**src/hdl/dur_pkg.sv**
```systemverilog
package dur_pkg;

    // Queue between the classifier and the parser
    localparam int QUEUE_DEPTH = 4;
    localparam int QUEUE_PTR_W = $clog2(QUEUE_DEPTH);

    // Fixed field widths
    localparam int CHAR_W      = 8;
    localparam int STATUS_W    = 3;
    localparam int SECONDS_W   = 31;
    localparam int DEFAULT_W   = 31;
    localparam int UNIT_SECS_W = 29;
    localparam int OUT_TDATA_W = 40;
    localparam int UNIT_COUNT  = 8;

    // Character codes
    localparam logic [7:0] CHAR_SPACE = 8'h20;
    localparam logic [7:0] CHAR_COMMA = 8'h2C;
    localparam logic [7:0] CHAR_COLON = 8'h3A;
    localparam logic [7:0] CHAR_ZERO  = 8'h30;
    localparam logic [7:0] CHAR_NINE  = 8'h39;
    localparam logic [7:0] CHAR_UP_A  = 8'h41;
    localparam logic [7:0] CHAR_UP_Z  = 8'h5A;
    localparam logic [7:0] CHAR_LO_A  = 8'h61;
    localparam logic [7:0] CHAR_LO_Z  = 8'h7A;
    localparam logic [7:0] CASE_BIT   = 8'h20;

    typedef enum logic [2:0] {
        ST_OK       = 3'd0,
        ST_BLANK    = 3'd1,
        ST_INVALID  = 3'd2,
        ST_COLONS   = 3'd3,
        ST_OVERFLOW = 3'd4
    } status_t;

    typedef enum logic [1:0] {
        CF_HOURS   = 2'd0,
        CF_MINUTES = 2'd1,
        CF_SECONDS = 2'd2,
        CF_BEYOND  = 2'd3
    } colon_field_t;

    // One classified character
    typedef struct packed {
        logic [7:0] ch;
        logic       ws;
        logic       dig;
        logic [3:0] dval;
        logic       alcom;
        logic       colon;
        logic       last;
    } dur_item_t;

    // Control half of a finish request
    typedef struct packed {
        status_t status;
        logic    mul;
    } fin_ctl_t;

    // Unit word text, left aligned, zero filled
    function automatic logic [7:0] unit_char(input logic [2:0] idx, input logic [2:0] pos);
        logic [63:0] txt;
        logic [5:0]  bit_pos;
        case (idx)
            3'd0: txt = {"sec", 40'h0};
            3'd1: txt = {"min", 40'h0};
            3'd2: txt = {"hour", 32'h0};
            3'd3: txt = {"day", 40'h0};
            3'd4: txt = {"week", 32'h0};
            3'd5: txt = {"month", 24'h0};
            3'd6: txt = {"year", 32'h0};
            default: txt = {"forever", 8'h0};
        endcase
        bit_pos = {3'd7 - pos, 3'b000};
        return txt[bit_pos +: 8];
    endfunction

    function automatic logic [2:0] unit_len(input logic [2:0] idx);
        case (idx)
            3'd0: return 3'd3;
            3'd1: return 3'd3;
            3'd2: return 3'd4;
            3'd3: return 3'd3;
            3'd4: return 3'd4;
            3'd5: return 3'd5;
            3'd6: return 3'd4;
            default: return 3'd7;
        endcase
    endfunction

    function automatic logic [UNIT_SECS_W-1:0] unit_secs(input logic [2:0] idx);
        case (idx)
            3'd0: return 29'd1;
            3'd1: return 29'd60;
            3'd2: return 29'd3600;
            3'd3: return 29'd86400;
            3'd4: return 29'd604800;
            3'd5: return 29'd2592000;
            3'd6: return 29'd31536000;
            default: return 29'd315360000;
        endcase
    endfunction

    function automatic logic [UNIT_SECS_W-1:0] field_weight(input colon_field_t cf);
        case (cf)
            CF_HOURS:   return 29'd3600;
            CF_MINUTES: return 29'd60;
            CF_SECONDS: return 29'd1;
            default:    return 29'd0;
        endcase
    endfunction

endpackage

```
**src/hdl/dur_finish.sv**
```systemverilog
module dur_finish #(
    parameter int TOTAL_WIDTH = 32
) (
    input  logic                              aclk,
    input  logic                              aresetn,
    input  logic                              req_valid,
    output logic                              req_ready,
    input  dur_pkg::fin_ctl_t                 req_ctl,
    input  logic [TOTAL_WIDTH-2:0]            req_num,
    input  logic [dur_pkg::DEFAULT_W-1:0]     req_weight,
    input  logic [TOTAL_WIDTH-2:0]            req_total,
    output logic                              m_tvalid,
    input  logic                              m_tready,
    output logic [dur_pkg::OUT_TDATA_W-1:0]   m_tdata
);

    localparam int NW = TOTAL_WIDTH - 1;
    localparam int PW = NW + dur_pkg::DEFAULT_W;
    localparam int SW = PW + 1;

    logic                              a_valid_reg;
    dur_pkg::fin_ctl_t                 a_ctl_reg;
    logic [NW-1:0]                     a_num_reg;
    logic [dur_pkg::DEFAULT_W-1:0]     a_weight_reg;
    logic [NW-1:0]                     a_total_reg;

    logic                              b_valid_reg;
    dur_pkg::fin_ctl_t                 b_ctl_reg;
    logic [PW-1:0]                     b_prod_reg;
    logic [NW-1:0]                     b_total_reg;

    logic                              out_valid_reg;
    dur_pkg::status_t                  out_status_reg;
    logic [dur_pkg::SECONDS_W-1:0]     out_seconds_reg;

    logic                              out_free, b_free, a_free;
    logic [SW-1:0]                     sum;
    dur_pkg::status_t                  status_next;
    logic [NW-1:0]                     value;
    logic [63:0]                       value_wide;

    assign out_free  = !out_valid_reg || m_tready;
    assign b_free    = !b_valid_reg || out_free;
    assign a_free    = !a_valid_reg || b_free;
    assign req_ready = a_free;

    // Resolve the final sum and saturate
    always_comb begin
        sum         = SW'(b_total_reg) + SW'(b_prod_reg);
        status_next = b_ctl_reg.status;
        value       = b_total_reg;
        if (b_ctl_reg.status == dur_pkg::ST_OVERFLOW) begin
            value = '1;
        end else if (b_ctl_reg.status != dur_pkg::ST_OK) begin
            value = '0;
        end else if (b_ctl_reg.mul) begin
            if (|sum[SW-1:NW]) begin
                status_next = dur_pkg::ST_OVERFLOW;
                value       = '1;
            end else begin
                value = sum[NW-1:0];
            end
        end
        value_wide = 64'(value);
    end

    // Advance the request, product and output stages
    always_ff @(posedge aclk) begin
        if (!aresetn) begin
            a_valid_reg   <= 1'b0;
            b_valid_reg   <= 1'b0;
            out_valid_reg <= 1'b0;
        end else begin
            if (a_free) begin
                a_valid_reg <= req_valid;
            end
            if (b_free) begin
                b_valid_reg <= a_valid_reg;
            end
            if (out_free) begin
                out_valid_reg <= b_valid_reg;
            end
        end
    end

    always_ff @(posedge aclk) begin
        if (a_free && req_valid) begin
            a_ctl_reg    <= req_ctl;
            a_num_reg    <= req_num;
            a_weight_reg <= req_weight;
            a_total_reg  <= req_total;
        end
        if (b_free && a_valid_reg) begin
            b_ctl_reg   <= a_ctl_reg;
            b_prod_reg  <= PW'(a_num_reg) * PW'(a_weight_reg);
            b_total_reg <= a_total_reg;
        end
        if (out_free && b_valid_reg) begin
            out_status_reg  <= status_next;
            out_seconds_reg <= value_wide[dur_pkg::SECONDS_W-1:0];
        end
    end

    assign m_tvalid = out_valid_reg;
    assign m_tdata  = {
        (dur_pkg::OUT_TDATA_W - dur_pkg::SECONDS_W - dur_pkg::STATUS_W)'(0),
        out_seconds_reg, out_status_reg
    };

endmodule

```
**config.mk**
```make
export PLATFORM = sky130hd
export DESIGN_NAME = dur_finish
export DESIGN_NICKNAME = d
export VERILOG_FILES = /design/src/hdl/dur_pkg.sv /design/src/hdl/dur_finish.sv
export SDC_FILE = /design/constraint.sdc
export NUM_CORES = 2
export LEC_CHECK = 0
export ABC_AREA = 1
export BUFFER_PORTS_ARGS = -buffer_cell sky130_fd_sc_hd__buf_2
export CAP_MARGIN = 20
export CORE_MARGIN = 5
export CORE_UTILIZATION = 45
export CTS_CLUSTER_SIZE = 12
export DETAILED_ROUTE_END_ITERATION = 16
export GPL_ROUTABILITY_DRIVEN = 0
export PLACE_DENSITY_LB_ADDON = 0.2
export SLEW_MARGIN = 20
export SYNTH_ARGS = -nofsm -noshare
export SYNTH_HDL_FRONTEND = slang
export SYNTH_SLANG_ARGS = --single-unit
```
**constraint.sdc**
```tcl
create_clock -name aclk -period 12.38 [get_ports aclk]
set_clock_uncertainty 0.05 [all_clocks]
set_input_delay 1.857 -clock aclk [delete_from_list [all_inputs] [get_ports aclk]]
set_output_delay 1.857 -clock aclk [all_outputs]
set_load 0.01 [all_outputs]
```
# Word level (Yosys, flattened, before mapping)
# Index checks and enable logic that the tools add are counted.
# totals
reg_bits	231
input_bits	101
word_cells	35
output_inout_bits	42
# classes
mux	7
n_reduce_logical	11
n_addsub	1
eq_ne	1
mul	1
# op_table
operator	count
$mux 31	3
$add 31x62->63	1
$mul 31x31->62	1
$reduce_or 32->1	1
$mux 3	4
$eq 3x3->1 const B	1
$logic_and 1x1->1	3
$logic_not 1->1	3
$logic_or 1x1->1	3
$reduce_bool 3->1	1

# Logic depth before layout (Yosys ltp)
# depth
word_depth	6
ltp_mapped	32
mapped_depth_nobuf	31

# Least setup slack after synthesis
# OpenSTA, ideal clock, no wires.
# synth_timing
kind	flip-flop to flip-flop
start	reg a_num_reg[29]
end	reg b_prod_reg[57], data pin
stages_incl_launch_ff	30
path_slack_ns	5.663
setup_time_ns	0.259
t_arrival_ns	6.408
t_required_ns	12.071
path_cell_list	edfxtp_1 clkbuf_1 nand2_1 fa_1 inv_1 fa_1 fa_1 inv_1 fa_1 inv_1 fa_1 fa_1 fa_1 inv_1 fa_1 inv_1 ha_1 nand2_1 nor2_1 inv_1 nor2_1 inv_1 nor2_1 nand3_1 nand3_1 a21oi_1 o21bai_1 nand2_1 nand2_1 xor2_1
# synth_via
elab_chain_len	1
# synth_lines
element	line	source
start: declaration	dur_finish.sv:23	logic [NW-1:0] a_num_reg;
start signal: assignment	dur_finish.sv:89	a_num_reg <= req_num;
$mul 31x31->62	dur_finish.sv:95	b_prod_reg <= PW'(a_num_reg) * PW'(a_weight_reg);
end signal: assignment	dur_finish.sv:95	
end: declaration	dur_finish.sv:29	logic [PW-1:0] b_prod_reg;
# No other way between the ends.
# A chain may end at the register's enable or synchronous reset.

# Worst setup path in the final report
# layout_timing
start	reg a_num_reg[25]
end	reg b_prod_reg[57], data pin
# The elaborated chain is that of the path after synthesis.

==> out/qor.csv <==
stage,metric,value,unit
logic_synthesis,async_flop_share,0,%
clocking,cts_buffers,31,
timing,slew_headroom,25.76,%
detailed_routing,vias_per_cell,5.011,
clocking,cts_tree,yes,
layout,final_cell_area,0.04710,mm2
grt,grt_pass1_wl,201200,um
place,place_hpwl,98060,um
clocking,postCtsSetupBuffers,0,
logic_synthesis,synth_cells,5472,
critical_path,crit_path_max_incr_delay,0.58,ns
clocking,cts.clk_slew.worst_paths,0.07,ns
timing,final-setup-viol-count,0,
grt,grt_pass1_vias,35560,
floorplanning,row_count,115,
timing,min_period,7.787,ns
critical_path,critPathSlowestCell,fa_1,
clocking,cts_sinks,231,
clocking,clockBufferDepth,3,
critical_path,critPathLaunchType,flop,
critical_path,crit_path_end_kind,flop,
layout,layout.nets,6723,
clocking,root_buffer,clkbuf_16,
clocking,cts_resized,0,
grt,grt_max_degree,73,
critical_path,path_max_fanout,31,
place,io_buffers,136,
flow_run,maxCapViolations,0,
detailed_routing,via_count,34110,
logic_synthesis,synth_seq_cells,231,
clocking,hold_buffers,0,
logic_synthesis,synth.distinct_cells,45,
layout,largest_reg_flops,62,
critical_path,crit_family,adder cells,
floorplanning,die_w,323.4,um
critical_path,worstSetupStartpoint,a_num_reg[25],
place,placed_area,0.04611,mm2
min_path,hold_path.startpoint,a_total_reg[1],
floorplanning,die_h,323.4,um
grt,antenna_found_initial,0,
status,status,"complete, no violations",
grt,grt_usage,24.72,%
layout,diodes,0,
critical_path,r2r_start,a_num_reg[25],
logic_synthesis,synth.avg_cell_area,8.075,um2
critical_path,crit_type,reg2reg,
layout,syn_to_final_growth,6.606,%
detailed_routing,first_pass_iters,5,
timing,slew_violations,0,
floorplanning,core-area,0.09799,mm2
detailed_routing,totalWireLength,126800,um
critical_path,crit_top_cell,fa_1,
min_path,worst_hold_path_type,reg2reg,
critical_path,crit_buf_inv,4,
detailed_routing,ant_nets,0,
floorplanning,start_util,45.09,%
timing,max_freq,128.4,MHz
timing,fin_setup_tns,0,ns
floorplanning,die_area,0.1046,mm2
logic_synthesis,synth_edf_count,228,
floorplanning,ios,143,
detailed_routing,drt_iter0_markers,2584,
grt,overflow,0,
critical_path,required,12.72,ns
layout,drive_gt1_share,5.832,%
logic_synthesis,synth_area,0.04418,mm2
detailed_routing,wl_per_cell,18.63,um
clocking,cts_max_level,1,
logic_synthesis,synth_seq_area_share,15.63,%
logic_synthesis,ys_warn_count,0,
timing,worst_pin_slew,1.111,ns
detailed_routing,drcViolationCount,0,
timing,rsz0062_at_grt,no,
logic_synthesis,ys.flop_type,edfxtp_1,
clocking,clk_latency,0.66,ns
timing,period_share,62.90,%
critical_path,crit_arrival,8.13,ns
timing,final-hold-violation-count,0,
==> cells in the mapped netlist (6+ instances only) <==
library cell	count	area [um2]
nand4_1	26	162.7
nand3b_1	9	67.56
nand3_1	80	400.4
xnor2_1	21	183.9
nor2_1	264	991.0
nor2_2	13	81.33
nor3_1	26	130.1
nand3_2	34	340.3
fa_1	838	16780
clkbuf_1	201	754.5
edfxtp_1	228	6847
a21o_1	10	75.07
ha_1	286	3578
a21oi_1	103	515.5
a31oi_1	16	100.1
inv_1	1561	5859
o21ai_1	6	30.03
xor2_1	68	595.6
inv_2	9	33.78
nand2_1	1558	5848
o21ai_0	60	300.3
buf_4	6	45.04
==> cells in the final DEF (no fill, tap or decap), types with 7 or more instances in the layout <==
cell type,n
a21o_1,10
nand4_1,26
nand3_2,34
xnor2_1,21
fa_1,838
a31oi_1,16
buf_2,136
inv_2,9
inv_6,7
a21oi_1,102
inv_1,1559
nor2_1,264
nor3_1,26
nor2_2,13
nand2_1,1557
edfxtp_1,228
xor2_1,68
ha_1,286
o21ai_0,60
nand3_1,80
clkbuf_16,31
buf_4,65
nand3b_1,9
==> area by class of cell <==
type                            instances  area [um2]
Inverter                             1570        5898
Clock inverter                         20       201.4
Fill cell                            9522       50880
Tap cell                             1287        1610
Multi-Input combinational cell       3463       30520
Sequential cell                       231        6907
Clock buffer                           36       794.5
Timing Repair Buffer                  201        1169
==> worst paths after layout <==
check / slack (ns) / cells past startpoint / endpoint
max: 4.59 / 25 / b_prod_reg[57]
max reg2reg: 4.59 / 25 / b_prod_reg[57]
min reg2reg: 0.37 / 0 / b_total_reg[1]
min: 0.37 / 0 / b_total_reg[1]
==> worst register-to-register path, delay by kind of cell, from the launching register on <==
family          cells  cell delay (ns)
xor+xnor            1             0.14
buf+inv             4             0.64
flops               1             0.33
simple gates        7             0.89
fa+ha+maj           9             4.46
compound gates      4             1.01
==> per-stage QoR <==
step,setup slack (ns),hold WS [ns],util (%),std cells
finish,4.593,0.3651,48.07,6808
CTS,4.701,0.3664,48.07,6808
global route,4.276,0.3719,48.07,6808
global placement,4.731,0.3523,47.05,6752
floorplan,5.663,0.3503,-,5477
detailed placement,4.728,0.3545,47.05,6752
==> routing by layer <==
layer  wire length, um  vias to the layer above  GRT usage [%]  share of wire [%]
met5                 0                        -              0                  0
li1                  -                    15730              -                  -
met1             53620                    16850          34.09                 42
met2             58700                     1325          40.78                 46
met3             10890                      208          4.592                8.6
met4              3609                        0          6.002                2.8
==> kinds of logic (layout without fill, tap and decap cells) <==
| kind of cell | count (synthesis) | count (layout) | share of synthesized area [%] |
|---|---|---|---|
| AO/OA/AOI/OAI | 213 | 213 | 2.622 |
| XOR/XNOR | 89 | 89 | 1.764 |
| adder cells (fa/ha/maj) | 1124 | 1124 | 46.07 |
| buffers and inverters | 1783 | 1827 | 15.36 |
| flip-flops | 231 | 231 | 15.63 |
| other | 1 | 6 | 0.008487 |
| AND/OR/NAND/NOR | 2031 | 2031 | 18.55 |
Power is left out: the tool's default activity adds up to more than one toggle a clock period on the data nets, which glitch-free logic cannot reach.
