## src/hdl/dur_pkg.sv

```systemverilog
package dur_pkg;

    // Queue between the classifier and the parser
    localparam int QUEUE_DEPTH = 4;
    localparam int QUEUE_PTR_W = $clog2(QUEUE_DEPTH);

    // Fixed field widths
    localparam int CHAR_W      = 8;
    localparam int STATUS_W    = 3;
    localparam int SECONDS_W   = 31;
    localparam int DEFAULT_W   = 31;
    localparam int UNIT_SECS_W = 29;
    localparam int OUT_TDATA_W = 40;
    localparam int UNIT_COUNT  = 8;

    // Character codes
    localparam logic [7:0] CHAR_SPACE = 8'h20;
    localparam logic [7:0] CHAR_COMMA = 8'h2C;
    localparam logic [7:0] CHAR_COLON = 8'h3A;
    localparam logic [7:0] CHAR_ZERO  = 8'h30;
    localparam logic [7:0] CHAR_NINE  = 8'h39;
    localparam logic [7:0] CHAR_UP_A  = 8'h41;
    localparam logic [7:0] CHAR_UP_Z  = 8'h5A;
    localparam logic [7:0] CHAR_LO_A  = 8'h61;
    localparam logic [7:0] CHAR_LO_Z  = 8'h7A;
    localparam logic [7:0] CASE_BIT   = 8'h20;

    typedef enum logic [2:0] {
        ST_OK       = 3'd0,
        ST_BLANK    = 3'd1,
        ST_INVALID  = 3'd2,
        ST_COLONS   = 3'd3,
        ST_OVERFLOW = 3'd4
    } status_t;

    typedef enum logic [1:0] {
        CF_HOURS   = 2'd0,
        CF_MINUTES = 2'd1,
        CF_SECONDS = 2'd2,
        CF_BEYOND  = 2'd3
    } colon_field_t;

    // One classified character
    typedef struct packed {
        logic [7:0] ch;
        logic       ws;
        logic       dig;
        logic [3:0] dval;
        logic       alcom;
        logic       colon;
        logic       last;
    } dur_item_t;

    // Control half of a finish request
    typedef struct packed {
        status_t status;
        logic    mul;
    } fin_ctl_t;

    // Unit word text, left aligned, zero filled
    function automatic logic [7:0] unit_char(input logic [2:0] idx, input logic [2:0] pos);
        logic [63:0] txt;
        logic [5:0]  bit_pos;
        case (idx)
            3'd0: txt = {"sec", 40'h0};
            3'd1: txt = {"min", 40'h0};
            3'd2: txt = {"hour", 32'h0};
            3'd3: txt = {"day", 40'h0};
            3'd4: txt = {"week", 32'h0};
            3'd5: txt = {"month", 24'h0};
            3'd6: txt = {"year", 32'h0};
            default: txt = {"forever", 8'h0};
        endcase
        bit_pos = {3'd7 - pos, 3'b000};
        return txt[bit_pos +: 8];
    endfunction

    function automatic logic [2:0] unit_len(input logic [2:0] idx);
        case (idx)
            3'd0: return 3'd3;
            3'd1: return 3'd3;
            3'd2: return 3'd4;
            3'd3: return 3'd3;
            3'd4: return 3'd4;
            3'd5: return 3'd5;
            3'd6: return 3'd4;
            default: return 3'd7;
        endcase
    endfunction

    function automatic logic [UNIT_SECS_W-1:0] unit_secs(input logic [2:0] idx);
        case (idx)
            3'd0: return 29'd1;
            3'd1: return 29'd60;
            3'd2: return 29'd3600;
            3'd3: return 29'd86400;
            3'd4: return 29'd604800;
            3'd5: return 29'd2592000;
            3'd6: return 29'd31536000;
            default: return 29'd315360000;
        endcase
    endfunction

    function automatic logic [UNIT_SECS_W-1:0] field_weight(input colon_field_t cf);
        case (cf)
            CF_HOURS:   return 29'd3600;
            CF_MINUTES: return 29'd60;
            CF_SECONDS: return 29'd1;
            default:    return 29'd0;
        endcase
    endfunction

endpackage

```

## src/hdl/dur_front.sv

```systemverilog
module dur_front (
    input  logic                           s_tvalid,
    output logic                           s_tready,
    input  logic [dur_pkg::CHAR_W-1:0]     s_tdata,   // [7:0] ch
    input  logic                           s_tlast,
    output logic                           push_valid,
    input  logic                           push_ready,
    output dur_pkg::dur_item_t             push_item
);

    logic [7:0] c;

    // Fold upper case letters
    always_comb begin
        c = s_tdata;
        if (s_tdata >= dur_pkg::CHAR_UP_A && s_tdata <= dur_pkg::CHAR_UP_Z) begin
            c = s_tdata | dur_pkg::CASE_BIT;
        end
    end

    // Classify the character
    always_comb begin
        push_item.ch    = c;
        push_item.ws    = (c <= dur_pkg::CHAR_SPACE);
        push_item.dig   = (c >= dur_pkg::CHAR_ZERO) && (c <= dur_pkg::CHAR_NINE);
        push_item.dval  = c[3:0];
        push_item.alcom = ((c >= dur_pkg::CHAR_LO_A) && (c <= dur_pkg::CHAR_LO_Z))
                          || (c == dur_pkg::CHAR_COMMA);
        push_item.colon = (c == dur_pkg::CHAR_COLON);
        push_item.last  = s_tlast;
    end

    assign push_valid = s_tvalid;
    assign s_tready   = push_ready;

endmodule

```

## config.mk

```make
export PLATFORM = sky130hd
export DESIGN_NAME = dur_front
export DESIGN_NICKNAME = d
export VERILOG_FILES = /design/src/hdl/dur_pkg.sv /design/src/hdl/dur_front.sv
export SDC_FILE = /design/constraint.sdc
export NUM_CORES = 1
export LEC_CHECK = 0
export ABC_CLOCK_PERIOD_IN_PS = 800
export BUFFER_PORTS_ARGS = -buffer_cell sky130_fd_sc_hd__buf_4
export CAP_MARGIN = 20
export CORE_AREA = 2 2 39 41
export DETAILED_ROUTE_END_ITERATION = 8
export DIE_AREA = 0 0 41 43
export PLACE_DENSITY = 0.61
export SYNTH_ARGS = -nofsm -noshare
export SYNTH_HDL_FRONTEND = slang
export SYNTH_SLANG_ARGS = --single-unit
```

## constraint.sdc

```tcl
create_clock -name vclk -period 0.8
set_clock_uncertainty 0.15 [all_clocks]
set_input_delay 0.08 -clock vclk [all_inputs]
set_output_delay 0.08 -clock vclk [all_outputs]
set_load 0.02 [all_outputs]
```

## Yosys cells after proc, flatten, opt, wreduce, memory -nomap -nowiden

Cells that the tools add are included.
W data, S select, Z words.

- $add $sub $neg: 0
- $mul: 0
- Div/mod/pow operators: 0
- Order comparisons: 7
- Equal/unequal tests: 2
- Shift-type cells: 0
- Multiplexer cells: 1
- Bitwise logic cells: 0
- Reduce and logical (&&, ||, !) cells: 4

Operator list:

| kind | number |
|---|---|
| $eq A8 B6 Y1 const B | 2 |
| $ge A8 B7 Y1 const B | 2 |
| $le A8 B6 Y1 const B | 2 |
| $le A8 B7 Y1 const B | 2 |
| $ge A8 B6 Y1 const B | 1 |
| $mux W6 | 1 |
| $logic_and A1 B1 Y1 | 3 |
| $logic_or A1 B1 Y1 | 1 |

- Bits in registers: 0
- Bits in latches: 0
- Bits in writable memories: 0
- ROM bits: 0
- Input bits: 11
- Output and inout port bits: 19
- Logic and storage cells: 14
- Memories kept: 0

## Logic depth before layout (Yosys ltp)

Gate-level depths: netlist of run 1.

- Depth after elaboration: 6
- Mapped depth: 3
- Mapped depth without buffers: 3

## Worst setup path before layout of run 1

OpenSTA, ideal clock, no wires.

- Path type: input to output
- Start: input s_tdata[7] (netlist name)
- End: output push_item[1] (netlist name)
- Data arrival time: 1.019 ns
- Data required time: 0.570 ns
- Slack: -0.449 ns
- Stages on the path: 3
- Buffers on the path: 0
- Cell sequence: nor3b_2 -> nand2_1 -> nor4_1

RTL lines:

| element | RTL line | text |
|---|---|---|
| start: declaration | dur_front.sv:4 | `input logic [dur_pkg::CHAR_W-1:0] s_tdata,` |
| end: declaration | dur_front.sv:8 | `output dur_pkg::dur_item_t push_item` |

==> results.yml, run 1 <==
setup_path:
  cpMostUsedCell: "a21o_1"
  critPathMaxFanout: 3
  worst_setup_path_start_kind: "input pin"
  worstPathCellList: "buf_8, a21o_1, a311oi_2, a21o_1, buf_6"
  crit_slowest_cell: "a311oi_2"
  crit_family: "compound AO/OA/AOI/OAI gates"
  max_stage_delay_ps: 230
  worstSetupPathType: "in2out"
  end_kind: "primary output"
  cp.arrival_ps: 870
  required_ps: 570
  critPathBufInv: 2
floorplan:
  rows: 14
  die_area_mm2: 0.001763
  die_w_um: 41
  chipHeight_um: 43
  start_util: 0.1546
  ios: 30
  core_mm2: 0.001384
cells_and_area:
  fillers: 154
  final_cell_area_um2: 488.0
  mostFrequentLayoutCells: "buf_4 (23), buf_6 (8), a21o_1 (3), buf_8 (3), nand2_2 (2)"
  n_sequential_cell: 0
  multi_input_area_um2: 156.4
  nets: 63
  drive_gt1_frac: 0.8400
  clockBufferCount: 0
  final_util: 0.3526
  seqCellArea_um2: 0
  areaGrowthSynthToFinish_pct: 128.1
  final_common_cell: "buf_4"
  antenna_cells: 0
yosys:
  yosysWarnings: 0
  yosysSeqAreaShare: 0
  syn_area_um2: 214.0
  avgSynthCellArea_um2: 7.132
  postSynthCellCount: 30
  yosysUniqueCellTypes: 13
  syn_nets: 41
route:
  dr.first_iter.drc_count: 1
  drcViolationCount: 0
  wire_per_inst_um: 9.879
  via_per_inst: 4.076
  wl_um: 652
  ant_nets: 0
  drtPass1Iterations: 2
  num_vias: 269
timing:
  finalCritPeriodShare: 1.381
  timing.final.ws_setup_ps: -304.7
  finalHoldViolCount: 0
  drv_slew: 0
  max_freq_mhz: 905.2
  tightest_slew_ps: 242.5
  slew_headroom: 0.8383
  rsz0062_at_grt: "yes"
  finalSetupViolCount: 5
  period_needed_ps: 1105
global_routing:
  grt_use_total: 0.08008
  grt_util_met3: 0
  grt_pass1_vias: 271
  grt_overflow: 0
  grt_pass1_wl_um: 1062
  grtUsageMet1: 0.09873
  antenna_found_initial: 0
  grt_max_degree: 6
  grtUsageMet2: 0.1531
  grt-busiest-layer: "met2"
outcome:
  status: "finished with violations"
  violations: "negative setup slack"
pwr:
  ir_worst_vdd_mv: 0.2171
  p_leak_nw: 0.2446
  powerDensity_mw_per_mm2: 575.8
placement:
  gp_congestion: 0.7263
  dpl_cell_area_um2: 417.9
  port_buffers: 24
job:
  drv_cap: 0
hold_path:
  hold_class: "in2out"
clock_network:
  holdBufCountCts: 0
-- layer usage --
layer / part of all wire / routed length, um
met1: 0.35 / 230
met2: 0.54 / 355
met3: 0.10 / 67
met4: 0 / 0
met5: 0 / 0
-- what timing repair did --
item / in CTS / in global routing
buffers inserted: 1 / 0
pin swaps: 5 / 3
resized for setup: 16 / 2
setup endpoints to repair: 5 / 5
-- power breakdown --
| group | switching [mW] | total [mW] | internal [mW] |
|---|---|---|---|
| Combinational | 0.131 | 0.281 | 0.150 |
| Clock | 0 | 0 | 0 |
| Sequential | 0 | 0 | 0 |
| Total | 0.131 | 0.281 | 0.150 |
-- through the flow --
step                      std cells  setup WS [ps]  total power, mW  hold slack (ps)  TNS [ps]
after CTS                        66         -306.2           0.2812            10.14     -1328
after global placement           65         -360.7           0.2441            10.14     -1531
after global routing             66         -340.4           0.2984            10.09     -1527
final                            66         -304.7           0.2810            10.03     -1272
after detailed placement         65         -387.0           0.2463            10.14     -1570
after floorplan                  30         -144.7           0.1491            40.63    -484.5
-- final timing paths --
| kind | endpoint | depth (start not counted) | start | slack [ps] |
|---|---|---|---|---|
| min | push_item[0] | 0 | s_tlast | 10 |
| max | push_item[14] | 5 | s_tdata[0] | -300 |
-- logic make-up after synthesis --
family                 count (synthesis)  synth area share
AOI/OAI and AO/OA                      6            0.2339
buffers and inverters                 15            0.5088
and+or+nand+nor                        9            0.2573
-- Yosys cell counts --
| master | instances | share of area |
|---|---|---|
| nor2_1 | 1 | 0.018 |
| nor3b_2 | 1 | 0.058 |
| o21ai_0 | 1 | 0.023 |
| a211oi_1 | 1 | 0.035 |
| and4_2 | 1 | 0.047 |
| a21o_1 | 3 | 0.11 |
| and3_1 | 1 | 0.029 |
| nand2_1 | 3 | 0.053 |
| a311oi_2 | 1 | 0.070 |
| buf_4 | 14 | 0.49 |
| nor4_1 | 1 | 0.029 |
| nor3_1 | 1 | 0.023 |
| inv_1 | 1 | 0.018 |
-- area by class of cell --
type / count / area share
Timing Repair Buffer: 34 / 0.6308
Multi-Input combinational cell: 15 / 0.3205
Inverter: 1 / 0.007692
Tap cell: 16 / 0.04103
Note: power is estimated with default switching activity, not from simulation.
==> run 2: changes to the inputs <==
--- a/config.mk
+++ b/config.mk
@@ -8,9 +8,9 @@
 export ABC_CLOCK_PERIOD_IN_PS = 800
 export BUFFER_PORTS_ARGS = -buffer_cell sky130_fd_sc_hd__buf_4
 export CAP_MARGIN = 20
-export CORE_AREA = 2 2 39 41
+export CORE_AREA = 5 5 42 44
 export DETAILED_ROUTE_END_ITERATION = 8
-export DIE_AREA = 0 0 41 43
+export DIE_AREA = 0 0 47 49
 export PLACE_DENSITY = 0.61
 export SYNTH_ARGS = -nofsm -noshare
 export SYNTH_HDL_FRONTEND = slang
==> results.yml, run 2 (synthesized netlist as in run 1, its figures left out) <==
timing:
  tightest_slew_ps: 229.8
  period_needed_ps: 1091
  finalHoldViolCount: 0
  rsz0062_at_grt: "yes"
  timing.final.ws_setup_ps: -290.6
  max_freq_mhz: 917.0
  drv_slew: 0
  slew_headroom: 0.8468
  finalSetupViolCount: 5
  hold_ws_ps: 10.01
  finalCritPeriodShare: 1.363
route:
  dr.first_iter.drc_count: 1
  via_per_inst: 4.047
  wire_per_inst_um: 11.45
  drtPass1Iterations: 2
  drcViolationCount: 0
  ant_nets: 0
  wl_um: 733
  num_vias: 259
outcome:
  status: "finished with violations"
  violations: "negative setup slack"
cells_and_area:
  seqCellArea_um2: 0
  mostFrequentLayoutCells: "buf_4 (22), buf_6 (7), a21o_1 (3), buf_8 (3), nand2_2 (2)"
  drive_gt1_frac: 0.8750
  fillers: 157
  n_sequential_cell: 0
  clockBufferCount: 0
  fin_cells: 64
  nets: 61
  final_common_cell: "buf_4"
  areaGrowthSynthToFinish_pct: 123.4
  antenna_cells: 0
  final_cell_area_um2: 478.0
global_routing:
  grt_pass1_wl_um: 1207
  grt_max_degree: 6
  grt_use_total: 0.06531
  antenna_found_initial: 0
  grt_overflow: 0
  grt_pass1_vias: 243
setup_path:
  crit_family: "compound AO/OA/AOI/OAI gates"
  required_ps: 570
  end_kind: "primary output"
  cpMostUsedCell: "a21o_1"
  worst_setup_path_start_kind: "input pin"
  worstPathCellList: "buf_8, a21o_1, a311oi_2, a21o_1, buf_6"
  crit_slowest_cell: "a311oi_2"
  critPathBufInv: 2
  max_stage_delay_ps: 220
  cp.arrival_ps: 860
  cp.depth: 5
  worstSetupPathType: "in2out"
  critPathMaxFanout: 3
hold_path:
  hold_depth: 0
  hold_class: "in2out"
floorplan:
  ios: 30
  start_util: 0.1527
  rows: 14
  core_mm2: 0.001401
  die_area_mm2: 0.002303
  die_w_um: 47
  chipHeight_um: 49
clock_network:
  postCtsSetupRepairBufs: 0
  holdBufCountCts: 0
pwr:
  ir_worst_vdd_mv: 0.2017
  power.total_mw: 0.2773
  powerDensity_mw_per_mm2: 580.3
  p_leak_nw: 0.2330
placement:
  dpl_worst_slack_ps: -359.3
  port_buffers: 24
  dpl_cell_area_um2: 410.4
  dp.final_hpwl_um: 631
  dp_cells: 64
  gp_congestion: 0.6363
job:
  drv_cap: 0
-- run 2: metrics by stage --
step	setup TNS [ps]	utilization
after floorplan	-484.5	-
after global placement	-1502	0.2929
after detailed placement	-1530	0.2929
after CTS	-1280	0.3321
after global routing	-1564	0.3411
final	-1258	0.3411
-- run 2: repair_timing --
| action | 4_1_cts | 5_1_grt |
|---|---|---|
| gates resized for setup | 15 | 4 |
| setup endpoints to repair | 5 | 5 |
| pin swaps | 6 | 4 |
-- run 2: power by group --
part | switching [mW] | internal, mW | total, mW
combinational | 0.133 | 0.144 | 0.277
sequential | 0 | 0 | 0
clock | 0 | 0 | 0
total | 0.133 | 0.144 | 0.277
-- run 2: final timing paths --
| path | start | end | slack, ps |
|---|---|---|---|
| max | s_tdata[0] | push_item[2] | -290 |
| min | push_ready | s_tready | 10 |
-- run 2: area by class of cell --
cell class / instances / area (um^2) / area share
Tap cell: 16 / 20.02 / 0.04188
Multi-Input combinational cell: 15 / 165.2 / 0.3455
Inverter: 1 / 3.754 / 0.007853
Timing Repair Buffer: 32 / 289.0 / 0.6047
-- run 2: routing by layer --
layer	part of all wire	GRT usage
met1	0.37	0.09150
met2	0.52	0.1109
met3	0.11	0.007380
met4	0	0
met5	0	0
