<file path="src/hdl/dur_pkg.sv">
package dur_pkg;

    // Queue between the classifier and the parser
    localparam int QUEUE_DEPTH = 4;
    localparam int QUEUE_PTR_W = $clog2(QUEUE_DEPTH);

    // Fixed field widths
    localparam int CHAR_W      = 8;
    localparam int STATUS_W    = 3;
    localparam int SECONDS_W   = 31;
    localparam int DEFAULT_W   = 31;
    localparam int UNIT_SECS_W = 29;
    localparam int OUT_TDATA_W = 40;
    localparam int UNIT_COUNT  = 8;

    // Character codes
    localparam logic [7:0] CHAR_SPACE = 8'h20;
    localparam logic [7:0] CHAR_COMMA = 8'h2C;
    localparam logic [7:0] CHAR_COLON = 8'h3A;
    localparam logic [7:0] CHAR_ZERO  = 8'h30;
    localparam logic [7:0] CHAR_NINE  = 8'h39;
    localparam logic [7:0] CHAR_UP_A  = 8'h41;
    localparam logic [7:0] CHAR_UP_Z  = 8'h5A;
    localparam logic [7:0] CHAR_LO_A  = 8'h61;
    localparam logic [7:0] CHAR_LO_Z  = 8'h7A;
    localparam logic [7:0] CASE_BIT   = 8'h20;

    typedef enum logic [2:0] {
        ST_OK       = 3'd0,
        ST_BLANK    = 3'd1,
        ST_INVALID  = 3'd2,
        ST_COLONS   = 3'd3,
        ST_OVERFLOW = 3'd4
    } status_t;

    typedef enum logic [1:0] {
        CF_HOURS   = 2'd0,
        CF_MINUTES = 2'd1,
        CF_SECONDS = 2'd2,
        CF_BEYOND  = 2'd3
    } colon_field_t;

    // One classified character
    typedef struct packed {
        logic [7:0] ch;
        logic       ws;
        logic       dig;
        logic [3:0] dval;
        logic       alcom;
        logic       colon;
        logic       last;
    } dur_item_t;

    // Control half of a finish request
    typedef struct packed {
        status_t status;
        logic    mul;
    } fin_ctl_t;

    // Unit word text, left aligned, zero filled
    function automatic logic [7:0] unit_char(input logic [2:0] idx, input logic [2:0] pos);
        logic [63:0] txt;
        logic [5:0]  bit_pos;
        case (idx)
            3'd0: txt = {"sec", 40'h0};
            3'd1: txt = {"min", 40'h0};
            3'd2: txt = {"hour", 32'h0};
            3'd3: txt = {"day", 40'h0};
            3'd4: txt = {"week", 32'h0};
            3'd5: txt = {"month", 24'h0};
            3'd6: txt = {"year", 32'h0};
            default: txt = {"forever", 8'h0};
        endcase
        bit_pos = {3'd7 - pos, 3'b000};
        return txt[bit_pos +: 8];
    endfunction

    function automatic logic [2:0] unit_len(input logic [2:0] idx);
        case (idx)
            3'd0: return 3'd3;
            3'd1: return 3'd3;
            3'd2: return 3'd4;
            3'd3: return 3'd3;
            3'd4: return 3'd4;
            3'd5: return 3'd5;
            3'd6: return 3'd4;
            default: return 3'd7;
        endcase
    endfunction

    function automatic logic [UNIT_SECS_W-1:0] unit_secs(input logic [2:0] idx);
        case (idx)
            3'd0: return 29'd1;
            3'd1: return 29'd60;
            3'd2: return 29'd3600;
            3'd3: return 29'd86400;
            3'd4: return 29'd604800;
            3'd5: return 29'd2592000;
            3'd6: return 29'd31536000;
            default: return 29'd315360000;
        endcase
    endfunction

    function automatic logic [UNIT_SECS_W-1:0] field_weight(input colon_field_t cf);
        case (cf)
            CF_HOURS:   return 29'd3600;
            CF_MINUTES: return 29'd60;
            CF_SECONDS: return 29'd1;
            default:    return 29'd0;
        endcase
    endfunction

endpackage

</file>
<file path="src/hdl/dur_back.sv">
module dur_back #(
    parameter int TOTAL_WIDTH = 32
) (
    input  logic                            aclk,
    input  logic                            aresetn,
    input  logic                            cfg_wr_en,
    input  logic [dur_pkg::DEFAULT_W-1:0]   cfg_wr_data,
    input  logic                            rd_valid,
    output logic                            rd_ready,
    input  dur_pkg::dur_item_t              rd_item,
    output logic                            fin_valid,
    input  logic                            fin_ready,
    output dur_pkg::fin_ctl_t               fin_ctl,
    output logic [TOTAL_WIDTH-2:0]          fin_num,
    output logic [dur_pkg::DEFAULT_W-1:0]   fin_weight,
    output logic [TOTAL_WIDTH-2:0]          fin_total
);

    localparam int NW  = TOTAL_WIDTH - 1;
    localparam int UW  = dur_pkg::UNIT_SECS_W;
    localparam int NU  = dur_pkg::UNIT_COUNT;

    typedef enum logic [5:0] {
        PH_LEAD   = 6'b000001,
        PH_GSTART = 6'b000010,
        PH_NUM    = 6'b000100,
        PH_MATCH  = 6'b001000,
        PH_SUFFIX = 6'b010000,
        PH_ERR    = 6'b100000
    } phase_t;

    phase_t                    phase_reg, phase_next, step_phase;
    logic [NW-1:0]             num_reg, num_next, step_num;
    logic [NW-1:0]             tot_reg, tot_next, step_tot;
    dur_pkg::colon_field_t     cf_reg, cf_next, step_cf;
    logic                      first_reg, first_next, step_first;
    logic [NU-1:0]             cand_reg, cand_next, step_cand;
    logic [2:0]                mpos_reg, mpos_next, step_mpos;
    logic                      sp_reg, sp_next, step_sp;
    dur_pkg::status_t          err_reg, err_next, step_err;
    logic [dur_pkg::DEFAULT_W-1:0] default_reg;

    logic                      pop;
    logic                      do_group, num_digit, num_decide, do_decide;
    logic                      do_field, do_match;
    logic [NU-1:0]             cand_eff, keep;
    logic [2:0]                pos_eff, pos_inc;
    logic                      hit;
    logic [2:0]                hit_idx;
    logic [NW-1:0]             n_eff;
    logic [UW-1:0]             w_sel;
    logic [NW+UW-1:0]          prod;
    logic [NW+UW:0]            sum;
    logic                      mul_ovf;
    logic [NW+3:0]             acc10;
    logic                      dig_ovf;

    // Pop unless a final beat waits for the finish stage
    assign pop       = rd_valid && (!rd_item.last || fin_ready);
    assign rd_ready  = !rd_item.last || fin_ready;
    assign fin_valid = rd_valid && rd_item.last;

    // Decode what this beat does in the current phase
    always_comb begin
        do_group   = ((phase_reg == PH_LEAD) && !rd_item.ws) || (phase_reg == PH_GSTART)
                     || ((phase_reg == PH_SUFFIX) && !rd_item.alcom);
        num_digit  = (phase_reg == PH_NUM) && rd_item.dig && !sp_reg;
        num_decide = (phase_reg == PH_NUM) && !rd_item.ws && !num_digit;
        do_decide  = (do_group && !rd_item.ws && !rd_item.dig) || num_decide;
        do_field   = do_decide && rd_item.colon;
        do_match   = (do_decide && !rd_item.colon) || (phase_reg == PH_MATCH);
        n_eff      = ((phase_reg == PH_NUM) || (phase_reg == PH_MATCH)) ? num_reg : '0;
    end

    // Narrow the unit word candidates
    always_comb begin
        cand_eff = do_decide ? '1 : cand_reg;
        pos_eff  = do_decide ? 3'd0 : mpos_reg;
        pos_inc  = pos_eff + 3'd1;
        hit      = 1'b0;
        hit_idx  = 3'd0;
        for (int i = 0; i < NU; i++) begin
            keep[i] = cand_eff[i] && (pos_eff < dur_pkg::unit_len(3'(i)))
                      && (dur_pkg::unit_char(3'(i), pos_eff) == rd_item.ch);
        end
        for (int i = NU - 1; i >= 0; i--) begin
            if (keep[i] && (dur_pkg::unit_len(3'(i)) == pos_inc)) begin
                hit     = 1'b1;
                hit_idx = 3'(i);
            end
        end
    end

    // Shared multiply-add with saturation check
    always_comb begin
        w_sel   = do_field ? dur_pkg::field_weight(cf_reg) : dur_pkg::unit_secs(hit_idx);
        prod    = (NW+UW)'(n_eff) * (NW+UW)'(w_sel);
        sum     = (NW+UW+1)'(tot_reg) + (NW+UW+1)'(prod);
        mul_ovf = |sum[NW+UW:NW];
        acc10   = (NW+4)'({num_reg, 3'b000}) + (NW+4)'({num_reg, 1'b0})
                  + (NW+4)'(rd_item.dval);
        dig_ovf = |acc10[NW+3:NW];
    end

    // Apply one beat to the parse state
    always_comb begin
        step_phase = phase_reg;
        step_num   = num_reg;
        step_tot   = tot_reg;
        step_cf    = cf_reg;
        step_first = first_reg;
        step_cand  = cand_reg;
        step_mpos  = mpos_reg;
        step_sp    = sp_reg;
        step_err   = err_reg;
        if (do_group) begin
            step_num = '0;
            step_sp  = 1'b0;
            if (rd_item.ws) begin
                step_phase = PH_GSTART;
            end else if (rd_item.dig) begin
                step_num   = NW'(rd_item.dval);
                step_phase = PH_NUM;
            end
        end
        if (phase_reg == PH_NUM) begin
            if (rd_item.ws) begin
                step_sp = 1'b1;
            end else if (num_digit) begin
                if (dig_ovf) begin
                    step_err   = dur_pkg::ST_OVERFLOW;
                    step_phase = PH_ERR;
                end else begin
                    step_num = acc10[NW-1:0];
                end
            end
        end
        if (do_decide) begin
            step_first = 1'b0;
        end
        if (do_field) begin
            if (cf_reg == dur_pkg::CF_BEYOND) begin
                step_err   = dur_pkg::ST_COLONS;
                step_phase = PH_ERR;
            end else if (mul_ovf) begin
                step_err   = dur_pkg::ST_OVERFLOW;
                step_phase = PH_ERR;
            end else begin
                step_tot   = sum[NW-1:0];
                step_cf    = dur_pkg::colon_field_t'(cf_reg + 2'd1);
                step_num   = '0;
                step_sp    = 1'b0;
                step_phase = PH_GSTART;
            end
        end
        if (do_match) begin
            step_cand = keep;
            step_mpos = pos_inc;
            if (keep == '0) begin
                step_err   = dur_pkg::ST_INVALID;
                step_phase = PH_ERR;
            end else if (hit) begin
                if (mul_ovf) begin
                    step_err   = dur_pkg::ST_OVERFLOW;
                    step_phase = PH_ERR;
                end else begin
                    step_tot   = sum[NW-1:0];
                    step_num   = '0;
                    step_phase = PH_SUFFIX;
                end
            end else begin
                step_phase = PH_MATCH;
            end
        end
    end

    // Close the text on the final beat
    always_comb begin
        fin_ctl.status = step_err;
        fin_ctl.mul    = 1'b0;
        fin_num        = step_num;
        fin_total      = step_tot;
        fin_weight     = default_reg;
        case (step_phase)
            PH_LEAD: begin
                fin_ctl.status = dur_pkg::ST_BLANK;
            end
            PH_NUM: begin
                if (step_first) begin
                    fin_ctl.mul = 1'b1;
                end else if (step_cf == dur_pkg::CF_BEYOND) begin
                    fin_ctl.status = dur_pkg::ST_COLONS;
                end else begin
                    fin_ctl.mul = 1'b1;
                    fin_weight  = dur_pkg::DEFAULT_W'(dur_pkg::field_weight(step_cf));
                end
            end
            PH_MATCH: begin
                fin_ctl.status = dur_pkg::ST_INVALID;
            end
            default: begin
                fin_ctl.mul = 1'b0;
            end
        endcase
    end

    // Clear the parse state after the final beat
    always_comb begin
        if (pop && rd_item.last) begin
            phase_next = PH_LEAD;
            num_next   = '0;
            tot_next   = '0;
            cf_next    = dur_pkg::CF_HOURS;
            first_next = 1'b1;
            cand_next  = '1;
            mpos_next  = 3'd0;
            sp_next    = 1'b0;
            err_next   = dur_pkg::ST_OK;
        end else if (pop) begin
            phase_next = step_phase;
            num_next   = step_num;
            tot_next   = step_tot;
            cf_next    = step_cf;
            first_next = step_first;
            cand_next  = step_cand;
            mpos_next  = step_mpos;
            sp_next    = step_sp;
            err_next   = step_err;
        end else begin
            phase_next = phase_reg;
            num_next   = num_reg;
            tot_next   = tot_reg;
            cf_next    = cf_reg;
            first_next = first_reg;
            cand_next  = cand_reg;
            mpos_next  = mpos_reg;
            sp_next    = sp_reg;
            err_next   = err_reg;
        end
    end

    always_ff @(posedge aclk) begin
        if (!aresetn) begin
            phase_reg   <= PH_LEAD;
            num_reg     <= '0;
            tot_reg     <= '0;
            cf_reg      <= dur_pkg::CF_HOURS;
            first_reg   <= 1'b1;
            cand_reg    <= '1;
            mpos_reg    <= 3'd0;
            sp_reg      <= 1'b0;
            err_reg     <= dur_pkg::ST_OK;
            default_reg <= dur_pkg::DEFAULT_W'(1);
        end else begin
            phase_reg <= phase_next;
            num_reg   <= num_next;
            tot_reg   <= tot_next;
            cf_reg    <= cf_next;
            first_reg <= first_next;
            cand_reg  <= cand_next;
            mpos_reg  <= mpos_next;
            sp_reg    <= sp_next;
            err_reg   <= err_next;
            if (cfg_wr_en) begin
                default_reg <= cfg_wr_data;
            end
        end
    end

endmodule

</file>
<file path="config.mk">
export PLATFORM = sky130hd
export DESIGN_NAME = dur_back
export DESIGN_NICKNAME = d
export VERILOG_FILES = /design/src/hdl/dur_pkg.sv /design/src/hdl/dur_back.sv
export SDC_FILE = /design/constraint.sdc
export NUM_CORES = 2
export LEC_CHECK = 0
export BUFFER_PORTS_ARGS = -buffer_cell sky130_fd_sc_hd__clkbuf_2
export CORE_MARGIN = 2
export CORE_UTILIZATION = 49
export DETAILED_ROUTE_END_ITERATION = 16
export GPL_ROUTABILITY_DRIVEN = 0
export PLACE_DENSITY = 0.66
export REMOVE_ABC_BUFFERS = 1
export SKIP_LAST_GASP = 1
export SYNTH_ARGS = -nofsm -noshare
export SYNTH_HDL_FRONTEND = slang
export SYNTH_SLANG_ARGS = --single-unit
</file>
<file path="constraint.sdc">
create_clock -name aclk -period 40 [get_ports aclk]
set_clock_uncertainty 0.15 [all_clocks]
set_input_delay 2 -clock aclk [delete_from_list [all_inputs] [get_ports aclk]]
set_output_delay 2 -clock aclk [all_outputs]
set_load 0.02 [all_outputs]
</file>
# Yosys cells after proc, flatten, opt, wreduce, memory -nomap -nowiden
# Index checks and enable logic that the tools add are counted.
# word_totals
in_bits	53
register_bits	117
elab_cells	208
out_inout_bits	99
# classes
shift	8
magnitude_cmp	4
n_eq_ne	32
n_mul	1
bitwise_logic	1
reduce_logical	58
n_mux	88
add_sub_neg	6
# ops
cell	n
two-way mux 31 bit	23
variable part select 64 x 7 -> 8 bit (first input constant)	8
case mux 29 bit (7 select lines)	1
two-way mux 6 bit	14
case mux 12 bit (3 select lines)	2
two-way mux 3 bit	22
== test 8 bit	8
adder 31 x 60 -> 61 bit	1
multiplier 31 x 29 -> 60 bit	1
logical AND 1 bit	37
adder 34 x 32 -> 35 bit	1
adder 35 x 4 -> 35 bit	1
OR reduction 30 bit	1
two-way mux 29 bit	1
two-way mux 1 bit	18
== test 6 x 1 -> 1 bit (second input constant)	2
== test 6 x 3 -> 1 bit (second input constant)	2
== test 6 x 4 -> 1 bit (second input constant)	2
== test 3 bit (first input constant)	3
== test 3 bit (second input constant)	3
< comparator 3 bit (second input constant)	3
case mux 3 bit (3 select lines)	1
== test 2 bit (second input constant)	4
logical NOT 8 bit	1
other kinds (21)	38

# Depth between registers and ports, before layout
# logic_depth
depth_word	37
depth_mapped	56
depth_no_buf	49

# Worst setup path after synthesis
# No wires, ideal clock.
# synth_path
kind	input to output
start	input rd_item[2] (netlist bit)
end	output fin_ctl[2] (netlist bit)
n_path_buf	6
required_time_ps	37850
cell_stages	50
t_arrival_ps	14654
slack_ps	23196
path_cell_list	or4b_1 > a2111oi_4 > o21ai_2 > clkbuf_1 > and2_1 > inv_1 > ha_1 > clkbuf_1 > xnor2_1 > nand3_1 > nor4_1 > o211ai_1 > or2_2 > nor2b_1 > o32ai_2 > a21o_1 > buf_2 > nor2_1 > [14 not listed] > inv_1 > fa_1 > inv_1 > ha_1 > buf_2 > a21oi_2 > o21ai_1 > a21oi_1 > a311oi_1 > a211oi_1 > mux2i_1 > nand4_1 > or4_1 > or4_1 > buf_2 > o41a_1 > o21a_1 > o21ai_0
# synth_lines
item	line_no	text
start, declared	dur_back.sv:10	input dur_pkg::dur_item_t rd_item,
end, declared	dur_back.sv:13	output dur_pkg::fin_ctl_t fin_ctl,

# Worst setup path in the final report
# layout_path
start	input rd_item[2] (netlist bit)
end	output fin_num[14]
# layout_via
elab_chain_cells	33
word_cells_on_any_way	102
classes_between	3 x add/sub; 1 x mul; 4 x order compare; 18 x eq/ne; 8 x shift; 32 x mux; 36 x reduce/logical
# layout_lines
item	line_no	text
logical NOT 1 bit (*)	dur_back.sv:66	|| ((phase_reg == PH_SUFFIX) && !rd_item.alcom);
logical AND 1 bit (*)	dur_back.sv:66	
logical OR 1 bit (*)	dur_back.sv:66	
logical AND 1 bit (2 in a row)	dur_back.sv:69	do_decide = (do_group && !rd_item.ws && !rd_item.dig) || num_decide;
logical OR 1 bit	dur_back.sv:69	
two-way mux 3 bit	dur_back.sv:78	pos_eff = do_decide ? 3'd0 : mpos_reg;
subtractor 3 bit	dur_pkg.sv:74	bit_pos = {3'd7 - pos, 3'b000};
variable part select 64 x 7 -> 8 bit	dur_pkg.sv:75	return txt[bit_pos +: 8];
[16 not listed]	n/a	
OR reduction 30 bit	dur_back.sv:99	mul_ovf = |sum[NW+UW:NW];
two-way mux 31 bit	dur_back.sv:145	end else if (mul_ovf) begin
two-way mux 31 bit	dur_back.sv:142	if (cf_reg == dur_pkg::CF_BEYOND) begin
two-way mux 31 bit	dur_back.sv:141	if (do_field) begin
two-way mux 31 bit	dur_back.sv:163	if (mul_ovf) begin
two-way mux 31 bit	dur_back.sv:162	end else if (hit) begin
two-way mux 31 bit	dur_back.sv:159	if (keep == '0) begin
two-way mux 31 bit (*)	dur_back.sv:156	if (do_match) begin
end, declared	dur_back.sv:14	output logic [TOTAL_WIDTH-2:0] fin_num,
# Mark *: on every way between the ends. The rest lies on a longest branch, timed or not.

==> qor.yml <==
synth_flop_cell: "dfxtp_1"
avgSynthCellArea_um2: 8.26
via_per_inst: 5.81
initial_core_util_pct: 49.2
die_w_um: 280
worst_path_max_delay_cell: "nand2_1"
power_mw: 0.333
yosys.area.top_type: "fa_1"
met3_usage_pct: 8.55
fin_crit_sh_pct: 50.1
crit_buf_inv: 13
dp_hpwl_mm: 98.5
rows: 101
clk_pin_slew_ns: 0.09
critPathArrivalTime_ns: 17.90
hold_viol: 0
worst_slew_pin_slew_ns: 1.23
p_leak_nw: 19.2
netlist_area_um2: 37200
grt_max_degree: 87
multiInputGateArea_um2: 30500
met2_usage_pct: 49.5
critical_path.max_stage_delay_ns: 1.09
wire_per_inst_um: 22.1
antenna_found_initial: 3
boundaryPins: 152
grt_setup_unrepaired: "no"
crit_top_cell: "inv_1"
ys_top_cells_by_count: "943 x inv_1, 652 x fa_1, 497 x nor2_1"
dp_cells: 5454
core_area_um2: 75600
slew_headroom_pct: 17.6
cts_buffers: 17
yosys_warnings: 0
cts_tree: "done"
crit_fanout: 35
yosys.cell_types.count: 101
final_antenna_net_count: 0
final_cells: 5489
port_buffers: 151
cts_root_buf: "clkbuf_16"
synthesis.instances: 4505
worst_slack_ns: 19.95
ys_seq_elements: 117
timing.hold.ws_ns: 0.313
vias: 31900
synthArstFlopShare_pct: 0
post_cts_buffers: 0
drtIter0Drc: 3246
cpLargestDelayFamily: "simple AND/OR/NAND/NOR gates"
n_fill_cell: 7227
cts_buffer_depth: 2
die_y_um: 280
grt_pass1_wl_mm: 189
wirelength_mm: 122
htree_levels: 4
cp-end-kind: "output port"
dieArea_um2: 78100
hold_path_class: "flop to flop"
layout.nets: 5638
finalSetupViolations: 0
p_per_area_nw_per_um2: 8.47
seq_area_frac_synth_pct: 6.30
clkLatencyLatePin_ns: 0.52
clock_power_share_pct: 50.7
area_delta_synth_final_pct: 5.58
maxClockFrequency_ghz: 0.0499
critical_path_class: "input pin to output port"
comb_power_share_pct: 13.0
seqCellArea_um2: 2340
busiest_layer: "met2"
ctsResizeCount: 0
slew_viol_final: 0
netSwitchingPower_mw: 0.112
drive_above_1_share_pct: 6.63
grt_overflow_total: 0
irDropWorstVdd_v: 0.0000326
yosysTopAreaCellShare_pct: 35.1
clock_sinks: 117
postCtsHoldBufs: 0
tns_ns: 0
crit_path_start_kind: "input pin"
met1_usage_pct: 41.8
synth_area_leaders: "fa_1 35%, ha_1 15%, inv_1 9.5%, dfxtp_1 6.3%, nor2_1 5.0%"
p_int_mw: 0.220
period_needed_ns: 20.05
synth-edff-count: 0
drv_cap: 0
p_seq_share_pct: 36.2
grt_use_total_pct: 32.0
synthMostInstantiatedCell: "inv_1"
grt_pass1_vias: 32400
swShare_pct: 33.8
cp.required_ns: 37.85
dp_slack_ns: 20.27
drc: 0
drtPass1Iterations: 6
status: "completed"
-- metal layers --
layer / wire length, um / vias to the layer above
met5: 18 / -
met2: 53400 / 1544
met1: 49000 / 15700
met4: 6560 / 2
li1: - / 14300
met3: 12600 / 332
-- layout by cell type (no fill, tap or decap), types with 27 or more instances in the layout --
cell type	count
inv_1	943
fa_1	652
nor2_1	495
ha_1	438
nand2_1	320
a21oi_1	191
clkbuf_2	151
nand3_1	130
dfxtp_1	117
nor3_1	102
o21ai_0	93
mux2i_1	59
o21ai_1	58
xnor2_1	51
buf_4	47
and2_1	46
a21o_1	38
nand4_1	38
nand2b_1	36
xor2_1	31
mux2_1	30
and3_1	29
o21a_1	27
-- path summary, 6_finish.rpt --
check	end	startpoint	cells after the start	slack, ns
worst min-delay path	err_reg[0]	err_reg[0]	2	0.31
worst max-delay path	fin_num[14]	rd_item[2]	50	19.95
worst min register to register	err_reg[0]	err_reg[0]	2	0.31
worst max register to register	tot_reg[5]	phase_reg[0]	48	23.22
-- power by group through the flow --
stage          Clock, mW  Combinational, mW  Sequential [mW]
4_1_cts            0.173             0.0430            0.121
5_1_grt            0.176             0.0462            0.121
6_report           0.169             0.0433            0.121
2_1_floorplan          0             0.0231            0.123
3_3_place_gp           0             0.0424            0.123
3_5_place_dp           0             0.0429            0.123
-- kinds of logic (layout without fill, tap and decap cells) --
family,count (synthesis),after routing,synth area share (%)
other cells,0,3,0
xor+xnor,82,82,1.93
fa+ha+maj,1090,1090,49.8
simple gates,1319,1319,16.3
compound gates,638,638,11.1
flops,117,117,6.30
buf+inv,1170,1173,12.0
mux,89,89,2.50
-- tightest hold or removal path, cell delays in order (launching register included) --
cell	delay [ns]
dfxtp_1	0.32
nand2_1	0.05
a21oi_1	0.05
-- final cells by class --
type / count / share of cell area, %
repair buffers: 198 / 2.82
flip-flops and latches: 117 / 5.97
clock buffers: 19 / 1.13
multi-input cells: 3218 / 77.6
well taps: 978 / 3.12
inverters: 943 / 9.01
diodes: 3 / 0.0191
clock inverters: 13 / 0.338
-- metrics by stage --
| stage | utilization (%) | area [um^2] |
|---|---|---|
| 2_1_floorplan | - | 36300 |
| 3_3_place_gp | 51.2 | 38700 |
| 3_5_place_dp | 51.2 | 38700 |
| 4_1_cts | 52.0 | 39300 |
| 5_1_grt | 52.0 | 39300 |
| 6_report | 52.0 | 39300 |
Power figures use the tool's default switching activity.
